**src/hdl/bhrs_pkg.sv**
```systemverilog
// ----------------------------------------------------------------------------
// bhrs_pkg
// Shared types and constants of the best hit random selector: read type codes,
// default parameter values and the entry passed from front to back end.
// ----------------------------------------------------------------------------
package bhrs_pkg;

  localparam int MAX_GROUP_DEF     = 1024;
  localparam int POSITION_BITS_DEF = 36;
  localparam int QUEUE_DEPTH       = 4;

  localparam logic [1:0] RT_NONE   = 2'd0;
  localparam logic [1:0] RT_UNIQUE = 2'd1;
  localparam logic [1:0] RT_REPEAT = 2'd2;

  typedef struct packed {
    logic [7:0] mismatches;
    logic [7:0] gap_opens;
    logic [7:0] gap_extends;
    logic       strand;
  } details_t;

  typedef struct packed {
    logic        is_end;
    logic        nonempty;
    logic [31:0] cnt_best;
    logic [31:0] cnt_other;
    logic [31:0] prior;
    logic [37:0] weight;
    logic [36:0] size;
    logic [35:0] lo;
    logic [31:0] pick_rnd;
    logic [31:0] off_rnd;
    logic [9:0]  index;
    logic [15:0] score;
    details_t    det;
  } entry_t;

endpackage

```
**src/hdl/bhrs_front.sv**
```systemverilog
// ----------------------------------------------------------------------------
// bhrs_front
// Takes records and end-of-group items, tracks the best-score run and the
// saturating occurrence counts, and queues best-run records and group ends.
// ----------------------------------------------------------------------------
module bhrs_front
  import bhrs_pkg::*;
#(
  parameter int MAX_GROUP     = MAX_GROUP_DEF,
  parameter int POSITION_BITS = POSITION_BITS_DEF
) (
  input  logic        clk,
  input  logic        rst_n,
  input  logic        in_valid,
  output logic        in_stall,
  input  logic        in_mode,
  input  logic [15:0] in_score,
  input  logic [35:0] in_interval_low,
  input  logic [35:0] in_interval_high,
  input  logic [7:0]  in_mismatches,
  input  logic [7:0]  in_gap_opens,
  input  logic [7:0]  in_gap_extends,
  input  logic        in_strand,
  input  logic [31:0] in_pick_random,
  input  logic [31:0] in_offset_random,
  input  logic        q_full,
  output logic        q_push,
  output entry_t      q_entry
);

  localparam int CW = $clog2(MAX_GROUP + 1);
  localparam int EB = (POSITION_BITS < 36) ? POSITION_BITS : 36;
  localparam logic [36:0] ONE_SH = 37'(1) << EB;
  localparam logic [35:0] POS_MASK = 36'(ONE_SH - 37'(1));

  logic          nonempty_r, nonempty_nxt;
  logic [15:0]   best_score_r, best_score_nxt;
  logic          past_r, past_nxt;
  logic [31:0]   best_r, best_nxt;
  logic [31:0]   total_r, total_nxt;
  logic [CW-1:0] rec_cnt_r, rec_cnt_nxt;

  logic        accept, rec_ok, is_best;
  logic [35:0] lo, hi, hi_eff;
  logic [36:0] size;
  logic [15:0] base_score;
  logic        past_now;
  logic [37:0] best_sum, total_sum;

  assign in_stall = q_full;
  assign accept   = in_valid && !in_stall;
  assign rec_ok   = accept && !in_mode && (rec_cnt_r < CW'(MAX_GROUP));

  always_comb begin
    lo         = in_interval_low & POS_MASK;
    hi         = in_interval_high & POS_MASK;
    hi_eff     = (hi < lo) ? lo : hi;
    size       = {1'b0, hi_eff} - {1'b0, lo} + 37'd1;
    base_score = nonempty_r ? best_score_r : in_score;
    past_now   = (nonempty_r && past_r) || (in_score > base_score);
    is_best    = !past_now;
    best_sum   = {6'd0, best_r} + {1'b0, size};
    total_sum  = {6'd0, total_r} + {1'b0, size};
  end

  always_comb begin
    nonempty_nxt   = nonempty_r;
    best_score_nxt = best_score_r;
    past_nxt       = past_r;
    best_nxt       = best_r;
    total_nxt      = total_r;
    rec_cnt_nxt    = rec_cnt_r;
    if (accept && in_mode) begin
      nonempty_nxt   = 1'b0;
      best_score_nxt = '0;
      past_nxt       = 1'b0;
      best_nxt       = '0;
      total_nxt      = '0;
      rec_cnt_nxt    = '0;
    end else if (rec_ok) begin
      nonempty_nxt   = 1'b1;
      best_score_nxt = base_score;
      past_nxt       = past_now;
      if (is_best) begin
        best_nxt = (best_sum[37:32] != 6'd0) ? 32'hFFFF_FFFF : best_sum[31:0];
      end
      total_nxt   = (total_sum[37:32] != 6'd0) ? 32'hFFFF_FFFF : total_sum[31:0];
      rec_cnt_nxt = rec_cnt_r + CW'(1);
    end
  end

  always_comb begin
    q_push                  = (accept && in_mode) || (rec_ok && is_best);
    q_entry.is_end          = in_mode;
    q_entry.nonempty        = nonempty_r;
    q_entry.cnt_best        = best_r;
    q_entry.cnt_other       = total_r - best_r;
    q_entry.prior           = best_r;
    q_entry.weight          = best_sum;
    q_entry.size            = size;
    q_entry.lo              = lo;
    q_entry.pick_rnd        = in_pick_random;
    q_entry.off_rnd         = in_offset_random;
    q_entry.index           = 10'(rec_cnt_r);
    q_entry.score           = in_score;
    q_entry.det.mismatches  = in_mismatches;
    q_entry.det.gap_opens   = in_gap_opens;
    q_entry.det.gap_extends = in_gap_extends;
    q_entry.det.strand      = in_strand;
  end

  always_ff @(posedge clk) begin
    if (!rst_n) begin
      nonempty_r   <= 1'b0;
      best_score_r <= '0;
      past_r       <= 1'b0;
      best_r       <= '0;
      total_r      <= '0;
      rec_cnt_r    <= '0;
    end else begin
      nonempty_r   <= nonempty_nxt;
      best_score_r <= best_score_nxt;
      past_r       <= past_nxt;
      best_r       <= best_nxt;
      total_r      <= total_nxt;
      rec_cnt_r    <= rec_cnt_nxt;
    end
  end

endmodule

```
**config.mk**
```make
export PLATFORM = sky130hd
export DESIGN_NAME = bhrs_front
export DESIGN_NICKNAME = d
export VERILOG_FILES = /design/src/hdl/bhrs_pkg.sv /design/src/hdl/bhrs_front.sv
export SDC_FILE = /design/constraint.sdc
export NUM_CORES = 1
export LEC_CHECK = 0
export BUFFER_PORTS_ARGS = -buffer_cell sky130_fd_sc_hd__buf_4
export CORE_MARGIN = 5
export CORE_UTILIZATION = 25
export CTS_BUF_LIST = sky130_fd_sc_hd__clkbuf_8 sky130_fd_sc_hd__clkbuf_16
export DETAILED_ROUTE_END_ITERATION = 10
export GPL_TIMING_DRIVEN = 0
export PLACE_DENSITY_LB_ADDON = 0.3
export SLEW_MARGIN = 20
export SYNTH_ARGS = -nofsm -noshare
export SYNTH_HDL_FRONTEND = slang
export SYNTH_SLANG_ARGS = --single-unit
```
**constraint.sdc**
```tcl
create_clock -name clk -period 8.3 [get_ports clk]
set_input_delay 0.415 -clock clk [delete_from_list [all_inputs] [get_ports clk]]
set_output_delay 0.415 -clock clk [all_outputs]
set_load 0.02 [all_outputs]
```
==> Word-level counts from Yosys, hierarchy flattened <==
Index checks and enable logic that the tools add are counted.
{ "word_totals": {"ff_bits": 93, "in_bits": 182, "output_inout_bits": 326, "word_cells": 36} }
{ "classes": {"addsub": 6, "n_lt_le_gt_ge": 3, "muxes": 4, "bitwise_logic": 2, "reduce_logical": 15} }
{ "op_table": {"columns": ["operator", "count"], "rows": [
  ["adder 32 x 37 -> 38 bit", 2],
  ["2-to-1 mux 32 bit", 2],
  ["adder 37 x 1 -> 37 bit, second input constant", 1],
  ["subtractor 36 x 36 -> 37 bit", 1],
  ["less-than comparator 36 bit", 1],
  ["2-to-1 mux 36 bit", 1],
  ["subtractor 32 bit", 1],
  ["> comparator 16 bit", 1],
  ["2-to-1 mux 16 bit", 1],
  ["nonzero test 6 bit", 2],
  ["adder 11 x 1 -> 11 bit, second input constant", 1],
  ["less-than comparator 11 bit, second input constant", 1],
  ["logical AND 1 bit", 6],
  ["zero test 1 bit", 3],
  ["logical OR 1 bit", 2],
  ["NOT 1 bit", 2],
  ["AND reduction 2 bit", 1],
  ["OR reduction 2 bit", 1]
]} }

==> Longest topological paths before layout <==
{ "logic_depth": {"word_depth": 7, "mapped_depth": 41} }

==> Worst setup path after synthesis <==
OpenSTA, ideal clock, no wires.
{ "synth_timing": {"path_type": "in2reg", "start": "in in_interval_low[1]", "end": "reg total_r[19]", "setup_ns": 0.119, "t_arrival_ns": 7.940, "required_time_ns": 8.181, "path_slack_ns": 0.241, "cell_stages": 39, "n_path_buf": 3, "path_cell_list": "inv_1 -> ha_1 -> a21o_1 -> a21o_1 -> a21o_1 -> a21o_1 -> a2111oi_0 -> o31ai_1 -> a221oi_1 -> o211ai_1 -> clkbuf_1 -> a21oi_1 -> ha_1 -> inv_1 -> ha_1 -> inv_1 -> fa_1 -> nand2b_1 -> [... 3 more ...] -> nor2_1 -> nor2_1 -> o21ai_0 -> a31oi_1 -> xnor2_1 -> ha_1 -> nand2_1 -> o21ai_0 -> or2_2 -> a21oi_1 -> a41oi_1 -> nor3b_1 -> o21ai_1 -> mux2_2 -> or4_4 -> buf_6 -> buf_6 -> o221a_1"} }
{ "synth_lines": {"columns": ["item", "line_no", "text"], "rows": [
  ["start: declaration", "bhrs_front.sv:18", "input logic [35:0] in_interval_low,"],
  ["end signal: assignment", "bhrs_front.sv:125", "total_r <= total_nxt;"],
  ["end: declaration", "bhrs_front.sv:40", "logic [31:0] total_r, total_nxt;"]
]} }

==> Final worst setup path <==
{ "layout_timing": {"start": "in in_interval_low[1]", "end": "reg total_r[17]"} }
{ "layout_via": {"elab_chain_len": 7} }
{ "layout_rtl": {"columns": ["item", "line_no", "text"], "rows": [
  ["less-than comparator 36 bit", "bhrs_front.sv:57", "hi_eff = (hi < lo) ? lo : hi;"],
  ["2-to-1 mux 36 bit", "bhrs_front.sv:57", null],
  ["subtractor 36 x 36 -> 37 bit (*)", "bhrs_front.sv:58", "size = {1'b0, hi_eff} - {1'b0, lo} + 37'd1;"],
  ["adder 37 x 1 -> 37 bit (*)", "bhrs_front.sv:58", null],
  ["adder 32 x 37 -> 38 bit (*)", "bhrs_front.sv:63", "total_sum = {6'd0, total_r} + {1'b0, size};"],
  ["nonzero test 6 bit", "bhrs_front.sv:87", "total_nxt = (total_sum[37:32] != 6'd0) ? 32'hFFFF_FFFF : total_sum[31:0];"],
  ["2-to-1 mux 32 bit (*)", "bhrs_front.sv:87", null]
]} }
Every way passes the cells marked *; elsewhere a longest branch is shown, timed or not.
A chain may end at the register's enable or synchronous reset.

==> metrics <==
vias per cell 4.85; DR WL/cell 17.5 um; Ys Warns 0; setup violators final 0; Comb pwr share 78.4%; crit path from in_interval_low[1]; CP Capture Type register; ant diodes 0; max cap viols 0; Leak 9.57 nW; Final Hold Vio Count 0; Sw Share 50.4%; # IOs 508; nets@finish 2621; area grow syn2layout 45.6%; WP data arrival 8.35 ns; Final ANT Viol Nets 0; Most Frequent Cell on Critical Path a21o_1; total power 4.13 mW; r2r setup slk 3.61 ns; initial antenna violation count 3; TNS Setup 0 ns; Final Slew Violations 0; fin cells 2918; Inserted Clock Buffers 9; critical path buffer and inverter count 8; Final Util 36.6%; Cells after DPL 2851; Top Family by Delay on Critical Path compound AO/OA/AOI/OAI gates; Fin Hold WS 0.458 ns; CP max-delay cell or4_4; Worst slew margin 42.6%; fmax 124 MHz; Switch Pwr 2.08 mW; synthesized area per cell 7.76 um^2; Clock Sinks 93; Worst Skew 0.0145 ns; WP data required 8.55 ns; CP startpoint kind input pin; share of layout cells above drive strength 1 38.5%; area of the core 0.0536 mm^2; Reg power frac 12.0%; Register Area 0.00186 mm^2; GRT Residual Overflow 0; port bufs 418; Worst Min Path Start in_score[5]; worst-path fanout max 8; H-tree depth 3; syn_nets 2140; CP peak stage delay 0.52 ns; status finished clean; Detailed Routing Iterations Pass 1 6; post-DP HPWL 42000 um; first-pass GRT wire length 75500 um; Die Y-Extent 242 um; clock root buffer master clkbuf_16; Placed Area 0.0175 mm^2; die width 242 um; Filler Cell Count 5573; Final Instance Area 0.0196 mm^2; Post-Synthesis Cells 1736; clock-pin slew on the worst setup and hold paths 0.07 ns; Hold Crit Class input pin to register; cell internal pwr 2.05 mW; period utilisation layout 97.5%; CTS tree yes; Synth top area share 20.2%; Tmin final 8.10 ns; vias in the first global route 13641; area of the multi-input gates 0.0107 mm^2; Synth Register Bits 93; synthesized cell area 0.0135 mm^2; post-synthesis async set-or-reset flop share 0%; ys flop type dfxtp_1; worst-case clock buffer depth 2; top cells by area, synth ha_1 20%, dfxtp_1 14%, buf_4 10%; Pwr Density 210 mW/mm^2; gpl congestion 0.881; Tightest Pin Transition 0.850 ns; Clock Latency Late Sink 0.37 ns; Post-synth EDFFs 0; violation count after the first detailed-routing iteration 893; die area 0.0586 mm^2; hold buffer count at cts 0; final worst slack 0.204 ns; Tot GR Track Use 15.8%; Crit Path Class input pin to register; Starting Density 25.1%; share of the yosys chip area belonging to registers 13.8%; clock power share 9.7%; Residual DRC 0; post-synth cell types 82; Detailed Route WL 51000 um; pre-CTS WS -2.69 ns; pin count of the biggest net entering global routing 16; via count 14142; R2R Path Start nonempty_r; cell taking the most area after synthesis ha_1; Cell Rows 85; Peak VDD IR 0.154 mV
worst register-to-register path, stage by stage, from the launching register on:
cell	delay (ns)
dfxtp_1	0.33
clkbuf_1	0.58
buf_1	0.58
nand2_1	0.09
o21ai_0	0.15
ha_1	0.23
nor2b_1	0.05
o21a_1	0.16
o21a_1	0.16
o211ai_1	0.16
a211oi_1	0.10
a2111oi_0	0.33
o21ai_0	0.20
a221oi_4	0.40
buf_6	0.23
o21ai_1	0.14
a211oi_4	0.21
buf_12	0.17
buf_8	0.12
clkbuf_16	0.13
a21oi_1	0.06
final timing paths:
check                                        to  cells past startpoint
worst min-delay path            best_score_r[5]                      3
worst max register to register       best_r[23]                     20
worst max-delay path                total_r[17]                     41
worst min register to register  best_score_r[0]                      2
metal layers:
metal  share of wire [%]  track usage (%)
met3                 5.9             3.30
met4                 1.7             3.32
met5               0.025                0
met1                  45             20.8
met2                  47             26.9
power by group through the flow:
stage / logic, mW / clock network [mW] / registers [mW]
3_5_place_dp: 2.83 / 0 / 0.503
5_1_grt: 3.50 / 0.427 / 0.496
3_3_place_gp: 2.81 / 0 / 0.502
4_1_cts: 3.04 / 0.408 / 0.494
6_report: 3.23 / 0.399 / 0.494
2_1_floorplan: 1.79 / 0 / 0.497
Yosys cell counts, drive strengths merged, types with 16 or more instances:
cell type	count
ha	218
buf	195
a21oi	150
o21ai	143
inv	134
nor2	116
nand2	99
dfxtp	93
xnor2	83
a21o	76
xor2	47
a211oi	33
clkbuf	33
o221a	32
nand4	22
nor2b	21
nand2b	18
nor3	18
mux2i	16
registers in the layout (all words and copies together), names as in the netlist:
signal / flops
past_r: 1
best_r: 32
rec_cnt_r: 11
total_r: 32
best_score_r: 16
nonempty_r: 1
cells in the final DEF, fill, tap and decap left out, types with 13 or more instances in the layout:
cell	instances
nor2_1	106
o221a_1	32
nand2b_1	17
a21o_1	76
o21ai_1	19
buf_4	646
xor2_1	41
nand2_1	95
a211oi_1	28
o21ai_0	114
xnor2_1	66
ha_4	27
clkbuf_16	13
ha_1	181
nor2b_1	19
mux2i_1	16
nor3_1	15
a21oi_1	132
o21a_1	15
nand4_1	22
clkbuf_1	24
inv_1	132
nand3_1	14
dfxtp_1	93
kinds of logic after synthesis:
logic type      count (synthesis)  share of synthesized area (%)
flops                          93                           13.8
simple gates                  364                           13.1
compound gates                548                           27.0
xor+xnor                      130                           8.51
buf+inv                       362                           15.5
mux                            17                           1.27
fa+ha+maj                     222                           20.8
cell type report:
type,instances,area share [%]
plain buffers,225,8.38
clock buffers,10,1.22
clock inverters,6,0.211
inverters,134,2.58
multi-input cells,1281,54.7
flip-flops and latches,93,9.49
well taps,696,4.44
repair buffers,473,18.9
timing repair:
| action | in CTS | in global routing |
|---|---|---|
| setup buffers | 21 | 29 |
| cloned | 0 | 4 |
| endpoints found under the setup margin | 89 | 80 |
| pin swaps | 33 | 59 |
| resized for setup | 96 | 154 |
| endpoints found under the hold margin | 0 | 0 |
Note: power is estimated with default switching activity, not from simulation.
