File: config.mk
export PLATFORM = sky130hd
export DESIGN_NAME = bhrs_queue
export DESIGN_NICKNAME = d
export VERILOG_FILES = /design/src/hdl/bhrs_pkg.sv /design/src/hdl/bhrs_queue.sv
export SDC_FILE = /design/constraint.sdc
export NUM_CORES = 1
export LEC_CHECK = 0
export BUFFER_PORTS_ARGS = -buffer_cell sky130_fd_sc_hd__buf_2
export CORE_UTILIZATION = 45
export CTS_CLUSTER_DIAMETER = 100
export DETAILED_ROUTE_END_ITERATION = 12
export GPL_TIMING_DRIVEN = 0
export PLACE_DENSITY = 0.71
export SYNTH_ARGS = -nofsm -noshare
export SYNTH_HDL_FRONTEND = slang
export SYNTH_SLANG_ARGS = --single-unit
File: constraint.sdc
create_clock -name clk -period 13 [get_ports clk]
set_input_delay 2.6 -clock clk [delete_from_list [all_inputs] [get_ports clk]]
set_output_delay 2.6 -clock clk [all_outputs]
set_load 0.05 [all_outputs]
File: src/hdl/bhrs_pkg.sv
// ----------------------------------------------------------------------------
// bhrs_pkg
// Shared types and constants of the best hit random selector: read type codes,
// default parameter values and the entry passed from front to back end.
// ----------------------------------------------------------------------------
package bhrs_pkg;

  localparam int MAX_GROUP_DEF     = 1024;
  localparam int POSITION_BITS_DEF = 36;
  localparam int QUEUE_DEPTH       = 4;

  localparam logic [1:0] RT_NONE   = 2'd0;
  localparam logic [1:0] RT_UNIQUE = 2'd1;
  localparam logic [1:0] RT_REPEAT = 2'd2;

  typedef struct packed {
    logic [7:0] mismatches;
    logic [7:0] gap_opens;
    logic [7:0] gap_extends;
    logic       strand;
  } details_t;

  typedef struct packed {
    logic        is_end;
    logic        nonempty;
    logic [31:0] cnt_best;
    logic [31:0] cnt_other;
    logic [31:0] prior;
    logic [37:0] weight;
    logic [36:0] size;
    logic [35:0] lo;
    logic [31:0] pick_rnd;
    logic [31:0] off_rnd;
    logic [9:0]  index;
    logic [15:0] score;
    details_t    det;
  } entry_t;

endpackage

File: src/hdl/bhrs_queue.sv
// ----------------------------------------------------------------------------
// bhrs_queue
// Small first-in first-out queue of entries between front and back end.
// ----------------------------------------------------------------------------
module bhrs_queue
  import bhrs_pkg::*;
(
  input  logic   clk,
  input  logic   rst_n,
  input  logic   push,
  input  entry_t push_entry,
  output logic   full,
  input  logic   pop,
  output logic   head_valid,
  output entry_t head_entry
);

  localparam int PW = $clog2(QUEUE_DEPTH);

  entry_t      slot_r [QUEUE_DEPTH];
  logic [PW-1:0] wr_ptr_r, rd_ptr_r;
  logic [PW:0]   count_r, count_nxt;

  assign full       = (count_r == (PW+1)'(QUEUE_DEPTH));
  assign head_valid = (count_r != '0);
  assign head_entry = slot_r[rd_ptr_r];

  always_comb begin
    count_nxt = count_r;
    if (push && !pop) begin
      count_nxt = count_r + (PW+1)'(1);
    end else if (pop && !push) begin
      count_nxt = count_r - (PW+1)'(1);
    end
  end

  always_ff @(posedge clk) begin
    if (push) begin
      slot_r[wr_ptr_r] <= push_entry;
    end
  end

  always_ff @(posedge clk) begin
    if (!rst_n) begin
      wr_ptr_r <= '0;
      rd_ptr_r <= '0;
      count_r  <= '0;
    end else begin
      if (push) begin
        wr_ptr_r <= (wr_ptr_r == PW'(QUEUE_DEPTH - 1)) ? '0 : wr_ptr_r + PW'(1);
      end
      if (pop) begin
        rd_ptr_r <= (rd_ptr_r == PW'(QUEUE_DEPTH - 1)) ? '0 : rd_ptr_r + PW'(1);
      end
      count_r <= count_nxt;
    end
  end

endmodule

Word-level counts from Yosys, hierarchy flattened
Memories as Yosys holds them, arrays and structs flattened. A register that Yosys moved wholly into a read port is not among the register bits.
Index checks and enable logic that the tools add are counted.
{ "word_totals": {"reg_bits": 7, "input_bits": 328, "word_cells": 25, "memories": 1, "mem_bits_rw": 1296, "output_inout_bits": 326} }
{ "op_classes": {"mux": 8, "reduce_logical": 6, "n_eq_ne": 3, "add_sub_neg": 4} }
{ "memory_table": {"columns": ["name", "words", "word_bits", "rd", "rd_ports_with_merged_regs", "write_ports", "line", "source"], "rows": [
  ["slot_r", 4, 324, 1, 1, 1, "bhrs_queue.sv:20", "entry_t slot_r [QUEUE_DEPTH];"]
]} }
{ "ops": {"columns": ["cell", "n"], "rows": [
  ["$mux W2", 4],
  ["$mux W3", 2],
  ["$add A2 B1 Y2 const B", 2],
  ["$eq A2 B2 Y1 const B", 2],
  ["$add A3 B1 Y3 const B", 1],
  ["$eq A3 B3 Y1 const B", 1],
  ["$reduce_bool A3 Y1", 1],
  ["$sub A3 B1 Y3 const B", 1],
  ["$logic_and A1 B1 Y1", 2],
  ["$logic_not A1 Y1", 2],
  ["$mux W1", 2],
  ["$reduce_bool A2 Y1", 1]
]} }

Logic depth before layout (Yosys ltp)
Gate-level depths: netlist of the first run.
{ "logic_depth": {"ltp_word": 4, "ltp_mapped": 7} }

Least setup slack after synthesis of the first run
OpenSTA, ideal clock, no wires.
{ "synth_path": {"path_kind": "input-to-reg", "start": "in push", "end": "mem slot_r[0][0] in the netlist's numbering, enable pin", "path_stages": 1, "setup_ps": 726, "n_path_buf": 0, "arrival_ps": 9901, "slack_ps": 2373, "path_cell_list": "and2_1"} }
{ "synth_via": {"elab_chain_cells": 2} }
{ "synth_rtl": {"columns": ["item", "line", "source"], "rows": [
  ["from (decl)", "bhrs_queue.sv:10", "input logic push,"],
  ["$mux W1", "bhrs_queue.sv:38", "if (push) begin"],
  ["$mux W1 (implied by the code)", "bhrs_queue.sv:39", "slot_r[wr_ptr_r] <= push_entry;"],
  ["to (decl)", "bhrs_queue.sv:20", null]
]} }
No other way between the ends.

==> impl_metrics.ini, run 1 <==
[place]
place.gp.congestion = 0.7827
dp_cells = 3791
io_buffers = 653
hpwlAfterDp_um = 65100

[final_layout]
fillers = 7622
finish.net_count = 2880
layout-drive-gt1-share = 0.4723
fin_util = 0.5495
layout_common_cells = edfxtp_1, buf_2, mux4_2
final_common_cell = edfxtp_1
fin_cells = 4036
syn_to_final_growth_pct = 20.81

[grt]
antenna_found_initial = 35
grt_pass1_wl_um = 145100
grt_usage = 0.1848
grt_max_degree = 61
grt_util_met2 = 0.3168
top_usage_layer = met2
grt_pass1_vias = 23008
met1_usage = 0.2135
grtUsageMet3 = 0.06035
grt-ovfl-total = 0

[critical_path]
critPathCapture = head_entry[17]
startpoint_type = register
r2r_slack_ps = 10370
r2r-end = slot_r[2][270]
path_depth = 4
cpMaxStageDelayCell = clkbuf_1
cpPeakStageDelay_ps = 760
worstPathMaxFanout = 10
cp.arrival_ps = 2900
crit_chain = buf_2 -> clkbuf_1 -> mux4_2 -> buf_2
cpMostUsedCell = buf_2
end_kind = output pin
required_ps = 10400
critical_path_class = reg2out
cp_top_family = buffers and inverters
r2r-start = wr_ptr_r[0]
r2r.worst_path.cells = 6
crit_buf_inv = 3

[cts]
cts_tree = built
cts-root-buf = clkbuf_16
cts-htree-levels = 4
cts_buffer_depth = 3
cts_buffers = 132
cts_hold_buf = 0
cts_resized = 0
cts_setup_buffers = 0
clock_latency_ps = 710
clk_pin_slew_ps = 60
clock-sinks = 1305

[timing]
period_needed_ps = 5497
rsz0062_at_grt = no
hold_viol_final = 0
fin_skew_ps = 19.41
worst_pin_slew_ps = 953.4
finalSetupViolations = 0
fin_tns_setup_ps = 0
fmax_mhz = 181.9
fin_crit_sh = 0.4228
drv_slew = 0
slew_headroom = 0.3644

[floorplanning]
die_y_um = 325.9
num_rows = 118
start_util = 0.4549
io_pins = 654
fp.dieW_um = 325.9
core_sq_um = 103800
die-area_sq_um = 106200

[yosys]
syn_inst = 1736
synth_area_leaders = edfxtp_1, mux4_2, buf_6
yosysWarnings = 0
yosysTopAreaCell = edfxtp_1
ys_ff_latch = 1305
avgSynthCellArea_sq_um = 27.20
synth_top_area_frac = 0.8243
synth-seq-area-share = 0.8281
ys_types = 21
synth_area_sq_um = 47210
syn_nets = 2071

[power]
total_leakage_power_nw = 19.10
ir_drop_mv = 0.1510
power_mw = 9.750
cellPowerDensity_nw_per_um2 = 170.9

[hold_path]
hp-class = reg2reg

[detailed_routing]
wl_um = 98960
drt_iter0_drc = 1604
avgViaCountPerCell = 5.307
antenna_left = 0
vias = 21420
drc = 0
drt_first_pass_iters = 5
wl_per_cell_um = 24.52

[run]
drv_cap = 0

[run_status]
run_status = complete, no violations
[final cells by class]
cell class	count	area (sq um)	area share
flip-flops and latches	1305	39100	0.6855
multi-input cells	355	7571	0.1327
repair buffers	675	3859	0.06765
clock buffers	159	3553	0.06230
well taps	1380	1727	0.03027
clock inverters	68	629.4	0.01103
plain buffers	72	540.5	0.009477
diodes	18	45.04	0.0007897
inverters	4	15.01	0.0002632
[worst register-to-register path, stage by stage, from the launching register on]
cell and delay, ps:
dfxtp_1 350, inv_1 90, ha_1 140, and2_4 680
buf_16 390, buf_12 320, buf_16 280
[where the power goes]
part           switching, mW  internal [mW]
clock network           1.50           2.16
logic                  0.871          0.359
registers             0.0403           4.83
[cells by family after synthesis]
logic type	synth area share
AO/OA/AOI/OAI	0.0004240
XOR/XNOR	0.0003711
adder cells (fa/ha/maj)	0.002014
buffers and inverters	0.01177
flip-flops	0.8281
multiplexers	0.1554
AND/OR/NAND/NOR	0.001934
[how the worst min path moves through the flow]
stage | cells past startpoint | slack (ps) | start | endpoint
5_1_grt | 2 | 600 | count_r[2] | count_r[2]
4_1_cts | 2 | 530 | count_r[2] | count_r[2]
6_report | 2 | 540 | count_r[2] | count_r[2]
3_3_place_gp | 2 | 500 | count_r[2] | count_r[2]
2_1_floorplan | 2 | 470 | count_r[2] | count_r[2]
3_5_place_dp | 2 | 520 | count_r[2] | count_r[2]
[synthesized netlist by cell type, drive strengths merged]
master	count
buf	66
clkbuf	6
and2	5
or3	2
nor2	1
nor2b	5
ha	6
dfxtp	9
o21ai	1
inv	4
xor2	1
nor3	1
fa	1
edfxtp	1296
a21boi	1
xnor2	1
mux4	324
o21a	1
mux2i	4
nor3b	1
[per-layer routing]
layer / share of wire / vias up
li1: - / 9244
met1: 0.36 / 11244
met2: 0.53 / 722
met3: 0.076 / 180
met4: 0.031 / 30
met5: 0.0018 / -
[per-stage QoR]
step,hold slack (ps),worst slack [ps],instance area (sq um)
6_report,535.2,7503,57040
5_1_grt,596.9,7307,57030
4_1_cts,530.4,7301,56990
3_5_place_dp,517.2,8082,52810
3_3_place_gp,499.2,-3163,52210
2_1_floorplan,467.4,2373,47210
[flip-flops by register name, summed over array words and instances (netlist names), named ones only]
| signal | cells |
|---|---|
| wr_ptr_r | 2 |
| rd_ptr_r | 2 |
| slot_r | 1296 |
| count_r | 3 |
(Power assumes the default switching activity.)
==> run 2: changes to the inputs <==
==> constraint.sdc (replaced) <==
create_clock -name clk -period 5.65 [get_ports clk]
set_input_delay 1.13 -clock clk [delete_from_list [all_inputs] [get_ports clk]]
set_output_delay 1.13 -clock clk [all_outputs]
set_load 0.05 [all_outputs]
==> run 2 against run 1 <==
  * Cell area up 0.26%
  * Global-route usage is 0.50 points higher
  * Sequential share of layout area is 0.18 points lower
  * Total power grew 130%
  * Routed wire length up 2.0%
  * Clock-buffer cell count increased by 5
  * Hold slack lost 23 ps
  * Clock skew fell by 4.6 ps
  * Sequential power rose by 130%
  * Combinational power up 130%
  * Critical endpoint is now head_entry[191]
==> impl_metrics.ini, run 2 (same netlist as run 1, synthesis figures left out) <==
[grt]
grt-ovfl-total = 0
grt_usage = 0.1898
grt_max_degree = 61
antenna_found_initial = 34
grt_pass1_vias = 23250
grt_pass1_wl_um = 148600

[timing]
fin_tns_setup_ps = 0
period_needed_ps = 4049
rsz0062_at_grt = no
hold_viol_final = 0
fin_skew_ps = 14.82
fmax_mhz = 247.0
finalSetupViolations = 0
drv_slew = 0
fin_crit_sh = 0.7167
slew_headroom = 0.5614
worst_pin_slew_ps = 658.0

[detailed_routing]
avgViaCountPerCell = 5.325
highest-signal-layer = met5
dr_wl_met2_um = 53030
drc = 0
drt_first_pass_iters = 5
wl_met3_um = 8510
drt_iter0_drc = 1519
wl_per_cell_um = 24.88
vias = 21608
wl_um = 101000
antenna_left = 0
met1_length_um = 35920

[power]
p_switching_mw = 5.733
internal-power_mw = 16.78
seqPwrFrac = 0.497
switching_share = 0.2546
pwr-share-clk = 0.376
ir_drop_mv = 0.3377
cellPowerDensity_nw_per_um2 = 393.8
comb_power_share = 0.126
total_leakage_power_nw = 19.18

[floorplanning]
core_sq_um = 103800
io_pins = 654
num_rows = 118
die-area_sq_um = 106200
die_y_um = 325.9
fp.dieW_um = 325.9
start_util = 0.4549

[final_layout]
syn_to_final_growth_pct = 21.12
regMostFlops = slot_r
largest_register_ffs = 1296
final_common_cell = edfxtp_1
fin_cells = 4058
reg_top3 = slot_r x1296, count_r x3
layout-drive-gt1-share = 0.4722
finish.net_count = 2886
layout_common_cells = edfxtp_1, buf_2, mux4_2
fillers = 7551

[cts]
clock_latency_ps = 740
clock-sinks = 1305
cts_hold_buf = 0
cts_resized = 0
cts_setup_buffers = 0
clk_pin_slew_ps = 60
cts_buffer_depth = 3
cts-htree-levels = 4
cts-root-buf = clkbuf_16
cts_tree = built
cts_buffers = 136

[place]
io_buffers = 653
dp_cells = 3793
hpwlAfterDp_um = 66700
place.gp.congestion = 0.7813

[critical_path]
cpMaxStageDelayCell = buf_2
cpPeakStageDelay_ps = 440
end_kind = output pin
r2r-end = slot_r[1][299]
critical_path_class = reg2out
path_depth = 5
r2r-start = wr_ptr_r[1]
cp.arrival_ps = 2920
crit_chain = buf_2 -> buf_2 -> buf_2 -> mux4_2 -> buf_2
cpMostUsedCell = buf_2
startpoint_type = register
cp_top_family = buffers and inverters
worstPathMaxFanout = 10
r2r.worst_path.cells = 6
required_ps = 4520
critPathCapture = head_entry[191]
r2r_slack_ps = 3010
crit_buf_inv = 4

[run]
drv_cap = 0

[hold_path]
hp-class = reg2reg

[run_status]
run_status = complete, no violations
run 2: cell types whose count changed in the layout (fill, tap and decap cells not counted), moves of 4 or more:
cell,delta
clkinv_2,+4
clkinv_1,+6
inv_6,+5
bufinv_16,-4
clkbuf_1,+6
run 2: how the worst min path moves through the flow:
| stage | start | to | slack (ps) | depth (start not counted) |
|---|---|---|---|---|
| 2_1_floorplan | count_r[2] | count_r[2] | 470 | 2 |
| 3_3_place_gp | count_r[2] | count_r[2] | 500 | 2 |
| 3_5_place_dp | count_r[2] | count_r[2] | 510 | 2 |
| 4_1_cts | count_r[2] | count_r[2] | 520 | 2 |
| 5_1_grt | push_entry[319] | slot_r[2][319] | 550 | 1 |
| 6_report | count_r[2] | count_r[2] | 510 | 2 |
run 2: through the flow:
| stage | utilization | worst slack [ps] | total power [mW] | instance area (sq um) | hold slack [ps] |
|---|---|---|---|---|---|
| final | 0.5510 | 1601 | 22.52 | 57190 | 512.0 |
| after detailed placement | 0.5094 | 2199 | 14.27 | 52870 | 510.0 |
| after floorplan | - | 127.3 | 13.44 | 47220 | 467.4 |
| after global routing | 0.5509 | 1322 | 23.21 | 57180 | 551.1 |
| after CTS | 0.5505 | 1367 | 22.77 | 57140 | 517.9 |
| after global placement | 0.5031 | -2890 | 14.25 | 52210 | 495.3 |
run 2: cell type report:
cell class	count	area, sq um	area share
clock buffer	164	3551	0.06209
multi-input combinational	355	7571	0.1324
antenna	18	45.04	0.0007877
inverter	4	15.01	0.0002626
tap	1380	1727	0.03019
timing repair buffer	677	3921	0.06857
sequential	1305	39100	0.6837
clock inverter	83	718.2	0.01256
buffer	72	540.5	0.009452
run 2: worst reg2reg max path, delay by kind of cell (launching register included):
kind	cells	cell delay, ps
AND/OR/NAND/NOR	1	560
buffers and inverters	4	1160
adder cells (fa/ha/maj)	1	170
flip-flops	1	350
run 2: power by group through the flow:
stage / clock network [mW] / logic [mW] / registers, mW
detailed placement: 0 / 2.87 / 11.4
global route: 9.02 / 2.97 / 11.2
floorplan: 0 / 2.00 / 11.4
global placement: 0 / 2.76 / 11.5
CTS: 8.68 / 2.88 / 11.2
finish: 8.48 / 2.84 / 11.2
run 2: per-layer routing:
metal / vias to the layer above / GRT usage
met1: 11314 / 0.2149
met2: 776 / 0.3223
met4: 30 / 0.08522
met5: - / 0
li1: 9278 / -
met3: 210 / 0.06838
==> run 3: changes to the inputs <==
==> constraint.sdc (replaced) <==
create_clock -name clk -period 3.8 [get_ports clk]
set_input_delay 0.76 -clock clk [delete_from_list [all_inputs] [get_ports clk]]
set_output_delay 0.76 -clock clk [all_outputs]
set_load 0.05 [all_outputs]
==> run 3 against run 2 <==
  * Clock skew rose by 3.1 ps
  * Sequential share of layout area is 0.15 points higher
  * Global-route usage is 0.19 points lower
  * Routed wire length shrank 1.2%
  * Clock power is 45% higher
  * Combinational power increased by 49%
  * Via count decreased by 0.11%
  * Total power is 47% higher
  * Sequential power is 48% higher
  * Setup slack got worse by 1300 ps
  * Largest power group unchanged
==> impl_metrics.ini, run 3 (same netlist as run 1, synthesis figures left out) <==
[cts]
clock_latency_ps = 740
clock-sinks = 1305
cts_setup_buffers = 0
cts-htree-levels = 4
cts_buffer_depth = 3
clk_pin_slew_ps = 60
cts_buffers = 131
cts-root-buf = clkbuf_16
cts_tree = built

[final_layout]
finish.net_count = 2881
fillers = 7591
final_common_cell = edfxtp_1
syn_to_final_growth_pct = 20.86
regMostFlops = slot_r
layout_common_cells = edfxtp_1, buf_2, mux4_2
reg_top3 = slot_r x1296, count_r x3
largest_register_ffs = 1296
fin_cells = 4043
layout-drive-gt1-share = 0.4696

[timing]
slew_headroom = 0.5024
hold_viol_final = 0
fmax_mhz = 286.1
fin_tns_setup_ps = 0
worst_pin_slew_ps = 746.3
rsz0062_at_grt = no
finalWorstSetupSlack_ps = 305.1
fin_skew_ps = 17.95
fin_crit_sh = 0.9197
hold_ws_ps = 237.9
finalSetupViolations = 0
drv_slew = 0
period_needed_ps = 3495

[critical_path]
cpMaxStageDelayCell = buf_2
cp_top_family = buffers and inverters
cp.arrival_ps = 2730
crit_chain = buf_4 -> buf_2 -> buf_2 -> mux4_2 -> buf_2
r2r-start = wr_ptr_r[0]
cpMostUsedCell = buf_2
crit_buf_inv = 4
startpoint_type = register
worstPathMaxFanout = 10
end_kind = output pin
critical_path_class = reg2out
cpPeakStageDelay_ps = 390
required_ps = 3040

[floorplanning]
die_y_um = 325.9
die-area_sq_um = 106200
core_sq_um = 103800
num_rows = 118
io_pins = 654
start_util = 0.4549
fp.dieW_um = 325.9

[detailed_routing]
antenna_left = 0
wl_per_cell_um = 24.66
drc = 0
drt_iter0_drc = 1258
wl_um = 99720
avgViaCountPerCell = 5.339
vias = 21585
drt_first_pass_iters = 5

[place]
place.gp.congestion = 0.7750
dp_cells = 3793
hpwlAfterDp_um = 66910
io_buffers = 653
dp_slack_ps = 617.1

[grt]
grt_pass1_wl_um = 146500
grt_pass1_vias = 22843
grt_usage = 0.1879
antenna_found_initial = 35
grt-ovfl-total = 0
grt_max_degree = 57

[run]
drv_cap = 0

[power]
cellPowerDensity_nw_per_um2 = 581.9
ir_drop_mv = 0.5165
total_leakage_power_nw = 19.11

[hold_path]
worstHoldStart = push_entry[210]
hp-class = in2reg

[run_status]
run_status = complete, no violations
## run 3: cell types whose count changed in the layout (fill, tap and decap cells not counted), sizes merged
cell	delta
clkinvlp	-2
bufinv	+3
inv	-5
clkinv	-5
clkbuf	-2
diode	-4
## run 3: through the flow
step	power [mW]	instance area, sq um	utilization
after detailed placement	21.23	52880	0.5095
after CTS	33.55	57030	0.5495
after floorplan	19.92	47220	-
after global placement	21.12	52220	0.5031
final	33.21	57060	0.5498
after global routing	34.23	57060	0.5498
## run 3: worst paths after layout
kind | endpoint | slack (ps) | depth (start not counted)
worst max-delay path | head_entry[272] | 310 | 5
worst min register to register | rd_ptr_r[1] | 540 | 2
worst min-delay path | slot_r[0][210] | 240 | 1
worst max register to register | slot_r[1][268] | 1140 | 5
## run 3: area by class of cell
| cell class | count | area (sq um) | area share |
|---|---|---|---|
| Sequential cell | 1305 | 39100 | 0.6851 |
| Multi-Input combinational cell | 355 | 7571 | 0.1327 |
| Timing Repair Buffer | 677 | 3929 | 0.06885 |
| Clock buffer | 162 | 3395 | 0.05949 |
| Tap cell | 1380 | 1727 | 0.03026 |
| Clock inverter | 74 | 748.2 | 0.01311 |
| Buffer | 72 | 548.0 | 0.009604 |
| Antenna cell | 14 | 35.03 | 0.0006139 |
| Inverter | 4 | 15.01 | 0.0002631 |
## run 3: timing repair
item / 4_1_cts / 5_1_grt
hold endpoints to repair: 0 / 0
hold buffers: 0 / 0
resized for setup: 3 / 0
setup endpoints to repair: 34 / 0
## run 3: worst reg2reg max path, cell delays in order, from the launching register on
cell and delay [ps]:
dfxtp_1 400, ha_1 180, and2_4 610, buf_16 340
buf_16 350, buf_16 350
## run 3: per-layer routing
layer  part of all wire  wire length [um]  global-route usage
met5             0.0021               212                   0
met4              0.030              2943             0.07175
met3              0.083              8303             0.06540
met2               0.51             51290              0.3113
met1               0.37             36960              0.2271
## run 3: power by group
part | switching, mW | internal (mW)
clock network | 5.24 | 7.09
registers | 0.137 | 16.5
logic | 2.99 | 1.24
total | 8.37 | 24.8
